## config.mk

```make
export PLATFORM = sky130hd
export DESIGN_NAME = binned_min_max_mean_stats_unit
export DESIGN_NICKNAME = d
export VERILOG_FILES = /design/src/bmms_pkg.sv /design/src/bmms_front.sv /design/src/bmms_back.sv /design/src/binned_min_max_mean_stats_unit.sv
export SDC_FILE = /design/constraint.sdc
export NUM_CORES = 2
export LEC_CHECK = 0
export CORE_MARGIN = 2
export CORE_UTILIZATION = 45
export DETAILED_ROUTE_END_ITERATION = 10
export DONT_BUFFER_PORTS = 1
export PLACE_DENSITY = 0.56
export SYNTH_ARGS = -nofsm -noshare
export SYNTH_HDL_FRONTEND = slang
export SYNTH_HIERARCHICAL = 1
export SYNTH_SLANG_ARGS = --single-unit
```

## constraint.sdc

```tcl
create_clock -name clk -period 18.96 [get_ports clk]
set_input_delay 5.688 -clock clk [delete_from_list [all_inputs] [get_ports clk]]
set_output_delay 5.688 -clock clk [all_outputs]
set_load 0.1 [all_outputs]
```

## src/bmms_pkg.sv

```systemverilog
// Shared types and constants for the binned min/max/mean statistics unit.
package bmms_pkg;

    localparam logic [1:0] OP_RECORD = 2'd0;
    localparam logic [1:0] OP_BIN    = 2'd1;
    localparam logic [1:0] OP_YEAR   = 2'd2;
    localparam logic [1:0] OP_UNUSED = 2'd3;

    localparam logic KIND_BIN  = 1'b0;
    localparam logic KIND_YEAR = 1'b1;

    typedef struct packed {
        logic [1:0]        opcode;
        logic [3:0]        bin_index;
        logic signed [7:0] temperature;
    } cmd_t;

endpackage

```

## src/bmms_front.sv

```systemverilog
// Front end: accept transactions, drop useless ones, queue the rest.
module bmms_front #(
    parameter int DEPTH = 4
) (
    input  logic                 clk,
    input  logic                 rst_n,
    input  logic                 in_valid,
    output logic                 in_ready,
    input  bmms_pkg::cmd_t       in_cmd,
    output logic                 q_valid,
    input  logic                 q_ready,
    output bmms_pkg::cmd_t       q_cmd
);
    import bmms_pkg::*;

    localparam int AW = $clog2(DEPTH);

    cmd_t            mem_reg [DEPTH];
    logic [AW-1:0]   wr_reg, rd_reg;
    logic [AW:0]     cnt_reg;
    logic            push, pop, keep;

    assign keep     = (in_cmd.opcode != OP_UNUSED);
    assign in_ready = (cnt_reg != (AW+1)'(DEPTH));
    assign push     = in_valid && in_ready && keep;
    assign q_valid  = (cnt_reg != '0);
    assign pop      = q_valid && q_ready;
    assign q_cmd    = mem_reg[rd_reg];

    always_ff @(posedge clk)
    begin
        if (push)
        begin
            mem_reg[wr_reg] <= in_cmd;
        end
    end

    always_ff @(posedge clk or negedge rst_n)
    begin
        if (!rst_n)
        begin
            wr_reg  <= '0;
            rd_reg  <= '0;
            cnt_reg <= '0;
        end
        else
        begin
            if (push)
            begin
                wr_reg <= (wr_reg == AW'(DEPTH - 1)) ? '0 : wr_reg + 1'b1;
            end
            if (pop)
            begin
                rd_reg <= (rd_reg == AW'(DEPTH - 1)) ? '0 : rd_reg + 1'b1;
            end
            cnt_reg <= cnt_reg + (AW+1)'(push) - (AW+1)'(pop);
        end
    end
endmodule

```

## src/bmms_back.sv

```systemverilog
// Back end: per-bin store, sequencer and iterative divider.
module bmms_back #(
    parameter int BIN_COUNT  = 12,
    parameter int COUNT_BITS = 20
) (
    input  logic                clk,
    input  logic                rst_n,
    input  logic                q_valid,
    output logic                q_ready,
    input  bmms_pkg::cmd_t      q_cmd,
    output logic                out_valid,
    input  logic                out_ready,
    output logic                report_kind,
    output logic signed [14:0]  mean_value,
    output logic signed [7:0]   minimum,
    output logic signed [7:0]   maximum,
    output logic [19:0]         sample_count,
    output logic                empty_res
);
    import bmms_pkg::*;

    localparam int BW  = $clog2(BIN_COUNT);
    localparam int SW  = COUNT_BITS + 8;
    localparam int DW  = (SW > 40) ? SW : 40;
    localparam int DVW = (COUNT_BITS > BW + 1) ? COUNT_BITS : BW + 1;
    localparam int SCW = $clog2(DW + 1);
    localparam logic [COUNT_BITS-1:0] CMAX = '1;

    localparam logic [2:0] S_IDLE  = 3'd0;
    localparam logic [2:0] S_BDIV  = 3'd1;
    localparam logic [2:0] S_SCAN  = 3'd2;
    localparam logic [2:0] S_WAIT  = 3'd3;
    localparam logic [2:0] S_YDIV  = 3'd4;
    localparam logic [2:0] S_OUT   = 3'd5;

    logic signed [7:0]      mn_reg  [BIN_COUNT];
    logic signed [7:0]      mx_reg  [BIN_COUNT];
    logic signed [SW-1:0]   sum_reg [BIN_COUNT];
    logic [COUNT_BITS-1:0]  cnt_reg [BIN_COUNT];

    logic [2:0]             st_reg;
    logic [BW-1:0]          ptr_reg;
    logic signed [7:0]      amn_reg, amx_reg;
    logic signed [DW-1:0]   tot_reg;
    logic [BW:0]            fill_reg;
    logic [DW-1:0]          rem_reg, quo_reg;
    logic [DVW-1:0]         dvs_reg;
    logic [SCW-1:0]         step_reg;
    logic                   neg_reg, yr_reg;

    logic                   o_kind_reg, o_empty_reg, o_valid_reg;
    logic signed [14:0]     o_mean_reg;
    logic signed [7:0]      o_mn_reg, o_mx_reg;
    logic [19:0]            o_cnt_reg;

    logic [3:0]             idx;
    logic                   idx_ok;
    logic [BW-1:0]          b;
    logic                   take;
    logic [DW:0]            trial;
    logic [DW-1:0]          shifted;
    logic signed [DW-1:0]   qs;
    logic signed [DW-1:0]   num;
    logic [DW-1:0]          mag;

    assign idx     = q_cmd.bin_index;
    assign idx_ok  = (idx >= 4'd1) && ({28'd0, idx} <= 32'(BIN_COUNT));
    assign b       = BW'(idx - 4'd1);
    assign q_ready = (st_reg == S_IDLE) && !o_valid_reg;
    assign take    = q_valid && q_ready;

    assign shifted = {rem_reg[DW-2:0], quo_reg[DW-1]};
    assign trial   = {1'b0, shifted} - (DW+1)'(dvs_reg);
    assign qs      = neg_reg ? -$signed(quo_reg) : $signed(quo_reg);
    assign num     = tot_reg * DW'(100);
    assign mag     = num[DW-1] ? DW'(-num) : DW'(num);

    assign out_valid    = o_valid_reg;
    assign report_kind  = o_kind_reg;
    assign mean_value   = o_mean_reg;
    assign minimum      = o_mn_reg;
    assign maximum      = o_mx_reg;
    assign sample_count = o_cnt_reg;
    assign empty_res    = o_empty_reg;

    always_ff @(posedge clk or negedge rst_n)
    begin
        if (!rst_n)
        begin
            for (int i = 0; i < BIN_COUNT; i++)
            begin
                mn_reg[i]  <= '0;
                mx_reg[i]  <= '0;
                sum_reg[i] <= '0;
                cnt_reg[i] <= '0;
            end
            st_reg      <= S_IDLE;
            o_valid_reg <= 1'b0;
        end
        else
        begin
            if (o_valid_reg && out_ready)
            begin
                o_valid_reg <= 1'b0;
            end
            case (st_reg)
                S_IDLE:
                begin
                    if (take)
                    begin
                        case (q_cmd.opcode)
                            OP_RECORD:
                            begin
                                if (idx_ok)
                                begin
                                    if (cnt_reg[b] == '0)
                                    begin
                                        mn_reg[b] <= q_cmd.temperature;
                                        mx_reg[b] <= q_cmd.temperature;
                                    end
                                    else
                                    begin
                                        if (q_cmd.temperature < mn_reg[b])
                                            mn_reg[b] <= q_cmd.temperature;
                                        if (q_cmd.temperature > mx_reg[b])
                                            mx_reg[b] <= q_cmd.temperature;
                                    end
                                    if (cnt_reg[b] != CMAX)
                                    begin
                                        cnt_reg[b] <= cnt_reg[b] + 1'b1;
                                        sum_reg[b] <= sum_reg[b]
                                            + SW'(q_cmd.temperature);
                                    end
                                end
                            end
                            OP_BIN:
                            begin
                                o_kind_reg <= KIND_BIN;
                                if (!idx_ok || cnt_reg[b] == '0)
                                begin
                                    o_mean_reg  <= '0;
                                    o_mn_reg    <= '0;
                                    o_mx_reg    <= '0;
                                    o_cnt_reg   <= '0;
                                    o_empty_reg <= 1'b1;
                                    o_valid_reg <= 1'b1;
                                end
                                else
                                begin
                                    o_mn_reg    <= mn_reg[b];
                                    o_mx_reg    <= mx_reg[b];
                                    o_cnt_reg   <= 20'(cnt_reg[b]);
                                    o_empty_reg <= 1'b0;
                                    neg_reg     <= sum_reg[b][SW-1];
                                    quo_reg     <= DW'(sum_reg[b][SW-1]
                                        ? -sum_reg[b] : sum_reg[b]);
                                    rem_reg     <= '0;
                                    dvs_reg     <= DVW'(cnt_reg[b]);
                                    step_reg    <= '0;
                                    yr_reg      <= 1'b0;
                                    st_reg      <= S_BDIV;
                                end
                            end
                            OP_YEAR:
                            begin
                                ptr_reg  <= '0;
                                tot_reg  <= '0;
                                fill_reg <= '0;
                                amn_reg  <= '0;
                                amx_reg  <= '0;
                                st_reg   <= S_SCAN;
                            end
                            default:
                            begin
                            end
                        endcase
                    end
                end
                S_BDIV, S_YDIV:
                begin
                    if (!trial[DW])
                    begin
                        rem_reg <= trial[DW-1:0];
                        quo_reg <= {quo_reg[DW-2:0], 1'b1};
                    end
                    else
                    begin
                        rem_reg <= shifted;
                        quo_reg <= {quo_reg[DW-2:0], 1'b0};
                    end
                    step_reg <= step_reg + 1'b1;
                    if (step_reg == SCW'(DW - 1))
                    begin
                        st_reg <= S_OUT;
                    end
                end
                S_OUT:
                begin
                    if (yr_reg)
                    begin
                        o_mean_reg <= 15'(qs);
                        o_valid_reg <= 1'b1;
                        st_reg <= S_IDLE;
                    end
                    else
                    begin
                        if (o_kind_reg == KIND_YEAR)
                        begin
                            tot_reg <= tot_reg + qs;
                            st_reg  <= (ptr_reg == BW'(BIN_COUNT - 1))
                                ? S_WAIT : S_SCAN;
                            ptr_reg <= ptr_reg + 1'b1;
                        end
                        else
                        begin
                            o_mean_reg  <= 15'(qs);
                            o_valid_reg <= 1'b1;
                            st_reg      <= S_IDLE;
                        end
                    end
                end
                S_SCAN:
                begin
                    o_kind_reg <= KIND_YEAR;
                    if (cnt_reg[ptr_reg] != '0)
                    begin
                        if (fill_reg == '0 || mn_reg[ptr_reg] < amn_reg)
                            amn_reg <= mn_reg[ptr_reg];
                        if (fill_reg == '0 || mx_reg[ptr_reg] > amx_reg)
                            amx_reg <= mx_reg[ptr_reg];
                        fill_reg <= fill_reg + 1'b1;
                        neg_reg  <= sum_reg[ptr_reg][SW-1];
                        quo_reg  <= DW'(sum_reg[ptr_reg][SW-1]
                            ? -sum_reg[ptr_reg] : sum_reg[ptr_reg]);
                        rem_reg  <= '0;
                        dvs_reg  <= DVW'(cnt_reg[ptr_reg]);
                        step_reg <= '0;
                        yr_reg   <= 1'b0;
                        st_reg   <= S_BDIV;
                    end
                    else
                    begin
                        ptr_reg <= ptr_reg + 1'b1;
                        if (ptr_reg == BW'(BIN_COUNT - 1))
                            st_reg <= S_WAIT;
                    end
                end
                S_WAIT:
                begin
                    o_cnt_reg <= '0;
                    o_mn_reg  <= amn_reg;
                    o_mx_reg  <= amx_reg;
                    if (fill_reg == '0)
                    begin
                        o_mean_reg  <= '0;
                        o_empty_reg <= 1'b1;
                        o_valid_reg <= 1'b1;
                        st_reg      <= S_IDLE;
                    end
                    else
                    begin
                        o_empty_reg <= 1'b0;
                        neg_reg     <= num[DW-1];
                        quo_reg     <= mag + DW'(fill_reg >> 1);
                        rem_reg     <= '0;
                        dvs_reg     <= DVW'(fill_reg);
                        step_reg    <= '0;
                        yr_reg      <= 1'b1;
                        st_reg      <= S_YDIV;
                    end
                end
                default:
                begin
                    st_reg <= S_IDLE;
                end
            endcase
        end
    end
endmodule

```

## src/binned_min_max_mean_stats_unit.sv

```systemverilog
// Top level of the binned min/max/mean statistics unit.
// Input channel in_valid/in_ready carries opcode, bin_index, temperature.
// Opcode 0 records a sample into bin 1..BIN_COUNT; opcode 1 reports one
// bin; opcode 2 reports the whole year; opcode 3 is dropped.
// Output channel out_valid/out_ready carries one report transaction
// for each bin or year report, in order.
// A four-entry queue sits between the front end and the back end, so the
// input keeps taking transactions while the back end works or stalls.
// Records and empty bin reports need no divide. A bin report runs the
// bit-serial divider (40 steps plus start and finish). A year report has a
// start step, one scan step per empty bin, a divide per filled bin and a
// final rounding divide. The back end takes a new transaction only when
// idle and the output register is empty.
// Reset clears every bin, the queue and the output valid flag at once.
// When the receiver stalls, the result holds in the output register and
// the back end waits; the queue then fills and in_ready drops.
module binned_min_max_mean_stats_unit #(
    parameter int BIN_COUNT  = 12,
    parameter int COUNT_BITS = 20
) (
    input  logic                clk,
    input  logic                rst_n,
    input  logic                in_valid,
    output logic                in_ready,
    input  logic [1:0]          opcode,
    input  logic [3:0]          bin_index,
    input  logic signed [7:0]   temperature,
    output logic                out_valid,
    input  logic                out_ready,
    output logic                report_kind,
    output logic signed [14:0]  mean_value,
    output logic signed [7:0]   minimum,
    output logic signed [7:0]   maximum,
    output logic [19:0]         sample_count,
    output logic                empty_res
);
    import bmms_pkg::*;

    cmd_t in_cmd, q_cmd;
    logic q_valid, q_ready;

    assign in_cmd.opcode      = opcode;
    assign in_cmd.bin_index   = bin_index;
    assign in_cmd.temperature = temperature;

    bmms_front #(.DEPTH(4)) u_front (
        .clk(clk), .rst_n(rst_n),
        .in_valid(in_valid), .in_ready(in_ready), .in_cmd(in_cmd),
        .q_valid(q_valid), .q_ready(q_ready), .q_cmd(q_cmd)
    );

    bmms_back #(.BIN_COUNT(BIN_COUNT), .COUNT_BITS(COUNT_BITS)) u_back (
        .clk(clk), .rst_n(rst_n),
        .q_valid(q_valid), .q_ready(q_ready), .q_cmd(q_cmd),
        .out_valid(out_valid), .out_ready(out_ready),
        .report_kind(report_kind), .mean_value(mean_value),
        .minimum(minimum), .maximum(maximum),
        .sample_count(sample_count), .empty_res(empty_res)
    );
endmodule

```

==> Implementation_results.wiki <==
{| class="wikitable"
! Metric !! Value
|-
| EDFF count, synth || between 200 and 300
|-
| Layout Cells excl Fill || approximately 7300
|-
| Number of logic stages on the critical path including buffering || 8
|-
| Count of placed standard cells including taps || approximately 7100
|-
| Terminus of the critical flop-to-flop path || u_back/sum_reg[195]$_DFFE_PN0P_
|-
| Final total negative setup slack || 0 ns
|-
| Synthesized instance count || around 5500
|-
| Util after Layout || around half
|-
| Largest fanout of any net on the critical path || 234
|-
| Setup slack of the worst register-to-register path || ~10 ns
|-
| Final hold violation count || 0
|-
| Maximum number of pins on one net before global-route repair || a little under 800
|-
| Post-Syn Area per Cell || 12.1 um^2
|-
| Seq/Total Area, Yosys || around 42%
|-
| Net count after synthesis || roughly 5800
|-
| Grt ovf || 0
|-
| Root Driver || sky130_fd_sc_hd__clkbuf_16
|-
| Fraction of layout cells with a size suffix above 1 || ~28%
|-
| Via count of the first global-routing pass || about 46000
|-
| Beginning of the worst hold path || u_back/mn_reg[16]$_DFFE_PN0P_
|-
| Maximum count of clock buffers along a single path || 3
|-
| Count of inserted antenna diode cells || 0
|-
| Wirelength, routed || roughly 190 mm
|-
| Highest Clock Rate || ~110 MHz
|-
| Instance count along the most critical hold path || 2
|-
| Placer congestion estimate || a little under 0.9
|-
| Crit path time final || between 9 and 10 ns
|-
| Worst-case reg-to-reg path depth || 21
|-
| Hold bufs inserted after CTS || 0
|-
| Number of clock sinks seen by CTS || between 1000 and 1500
|-
| Overall track demand over capacity in global routing || between 20% and 30%
|-
| Tightest Hold Check Type || reg2reg
|-
| Startpoint of the most critical register-to-register path || u_front/rd_reg[1]$_DFFE_PN0P_
|-
| Most common library cell in the layout ignoring fill and taps || sky130_fd_sc_hd__dfrtp_1
|-
| Number of DRC markers after the initial detailed-route iteration || ~3800
|-
| Drt first pass iters || 5
|-
| Die X || about 390 um
|-
| Effective utilization at floorplan || a little under half
|-
| Layout Nets || around 5600
|-
| Number of flip-flops under the largest register name || between 300 and 400
|-
| Storage element area || roughly 28000 um^2
|-
| Biggest area consumer among synthesized cells || sky130_fd_sc_hd__dfrtp_1
|-
| Die footprint || ~150000 um^2
|-
| Slew at the pin closest to its max-slew limit || between 1 and 1.5 ns
|-
| Maximum ir drop on the vdd rail || roughly 0.18 mV
|-
| CP Cell Sequence || buf_16, buf_16, nand2_1, nor2_1, nand2_1, a221oi_4, buf_4, buf_4
|-
| Clock-pin transition on the worst setup and hold timing paths || 0.06 ns
|-
| Critical Path End Type || flip-flop
|-
| DRC violations left || 0
|-
| Yosys reg bits || approximately 1100
|-
| RSZ-0062 raised after global routing || no
|-
| Number of port buffers || 0
|-
| Final-layout fill cell count || approximately 13000
|-
| Area growth, synth to finish || 8.92%
|-
| Via-per-instance ratio || 6.20
|-
| Number of different library cells in the post-synthesis netlist || 117
|-
| Longest individual stage delay on the worst path || roughly 0.80 ns
|-
| Insertion delay to the later sink of the worst-skew pair || roughly 0.8 ns
|-
| Dominant synthesized flop cell || sky130_fd_sc_hd__dfrtp_1
|-
| Destination of the worst hold path || u_back/mn_reg[16]$_DFFE_PN0P_
|-
| I/O pin total || 73
|-
| Delay-heaviest family, CP || buffers and inverters
|-
| Max-slew violation count || 0
|-
| Row Count || 140
|-
| Power per cell area || around 190 nW/um^2
|-
| Total standard cell area after synthesis || about 66000 um^2
|-
| Total core area || approximately 150000 um^2
|-
| Multi-input gate area || roughly 36000 um^2
|-
| Number of buffers added by the clock tree synthesis step || between 100 and 150
|-
| Count of buffering cells on the critical path with inverters included || 4
|-
| Final HPWL from detailed placement || approximately 120 mm
|-
| Top area cells in the synthesized netlist || sky130_fd_sc_hd__dfrtp_1 29%, sky130_fd_sc_hd__mux4_2 14%, sky130_fd_sc_hd__edfxtp_1 13%
|-
| Number of vias after detailed routing || between 40000 and 50000
|-
| H-tree lvl count || 3
|-
| Number of synthesis warnings || 6
|-
| Worst Path Arrival || around 9.5 ns
|-
| Slowest cell on crit path || sky130_fd_sc_hd__buf_16
|-
| Share of Yosys cell area claimed by the top area cell type || approximately 29%
|-
| First-pass GRT wire length || just under 300 mm
|-
| Initial antenna violation count || 2
|-
| Async S/R FF share, synth || roughly 74%
|-
| Wire per inst || ~26 um
|-
| Most used cells in the layout excluding fill and tap cells || 779 x sky130_fd_sc_hd__dfrtp_1, 686 x sky130_fd_sc_hd__mux2_2, 397 x sky130_fd_sc_hd__mux4_2
|-
| Chip Height || 388 um
|-
| Required time of the critical path || between 15 and 20 ns
|-
| Lkg Pwr || 30.7 nW
|-
| Postcts setup bufs || 0
|-
| Setup violation total in the final timing report || 0
|-
| Maximum capacitance violations || 0
|-
| Clock tree from TritonCTS || done
|-
| CTS-repair resized insts || 0
|-
| Min Hold Slack || between 0.5 and 0.6 ns
|-
| Final critical-path share of the clock period || between 40% and 50%
|-
| Critical Setup Path Class || in2reg
|-
| Clock Skew || 0.0474 ns
|-
| Detail Route Antenna Nets || 0
|-
| Max-slew headroom || between 10% and 20%
|-
| Status || completed
|-
| Setup crit start kind || primary input
|}
## per-layer routing
metal  share of wire, %  GRT usage (%)  up-vias  wire length, um
met4                3.1           8.21        0             5810
li1                   -              -    20200                -
met1                 44           34.7    23400            82900
met2                 48           41.2     1334            90800
met3                5.4           3.68      281            10300
met5                  0              0        -                0
## how the worst max path moves through the flow
stage,slack (ns),from,end
finish,9.80,rst_n,u_back/rem_reg[24]$_SDFFCE_PN0P_
global route,9.33,u_front/rd_reg[1]$_DFFE_PN0P_,u_back/sum_reg[334]$_DFFE_PN0P_
CTS,9.93,u_front/rd_reg[1]$_DFFE_PN0P_,u_back/sum_reg[195]$_DFFE_PN0P_
detailed placement,9.94,u_front/rd_reg[1]$_DFFE_PN0P_,u_back/sum_reg[195]$_DFFE_PN0P_
global placement,10.01,u_front/rd_reg[1]$_DFFE_PN0P_,u_back/sum_reg[139]$_DFFE_PN0P_
floorplan,5.41,u_front/rd_reg[0]$_DFFE_PN0P_,u_back/quo_reg[0]$_DFFE_PP_
## cell usage after synthesis (all sizes together) (29+ instances only)
cell type,n
a31oi,47
clkbuf,217
o21ai,259
xor2,93
inv,131
xnor2,176
mux2,713
nand3,105
nor4,31
a21oi,256
edfxtp,279
or3,44
buf,173
dfrtp,779
o31ai,33
mux2i,124
o22ai,30
fa,38
nor2,273
ha,239
and2,72
and3,29
nand2b,52
a211oi,31
nand2,357
nor3,72
mux4,398
a21o,52
## power by group
part / internal [W] / switching [W] / total [W]
Combinational: 0.00294 / 0.00469 / 0.00762
Sequential: 0.00306 / 0.000640 / 0.00370
Clock: 0.00144 / 0.00101 / 0.00245
## cell type report
cell class | instances | share of cell area, %
repair buffers | 102 | 1.22
well taps | 1917 | 3.32
flip-flops and latches | 1058 | 38.6
clock buffers | 171 | 4.79
multi-input cells | 3878 | 50.4
clock inverters | 51 | 0.968
inverters | 132 | 0.687
## worst reg2reg max path, delay by kind of cell, from the launching register on
kind	cells	cell delay, ns
AOI/OAI and AO/OA	7	1.75
xor gates and xnor gates	1	0.86
adders and majority gates	2	1.07
buffers and inverters	5	2.77
DFF	1	0.79
muxes	3	1.16
and+or+nand+nor	3	0.35
## logic make-up (layout without fill, tap and decap cells)
family          count (synthesis)  in the layout  share of synthesized area (%)
buf+inv                       523            456                           3.42
compound gates                928            928                           8.99
simple gates                 1169           1169                           8.73
xor+xnor                      269            269                           3.59
mux                          1235           1235                           27.5
fa+ha+maj                     277            277                           5.66
flops                        1058           1058                           42.1
## metrics by stage
step	instance area, um^2	setup slack, ns	power [W]
2_1_floorplan	66200	5.41	0.00924
3_3_place_gp	67900	10.01	0.0112
3_5_place_dp	67900	9.94	0.0113
4_1_cts	72000	9.93	0.0138
5_1_grt	72100	9.33	0.0147
6_report	72100	9.80	0.0138
(Power assumes the default switching activity.)
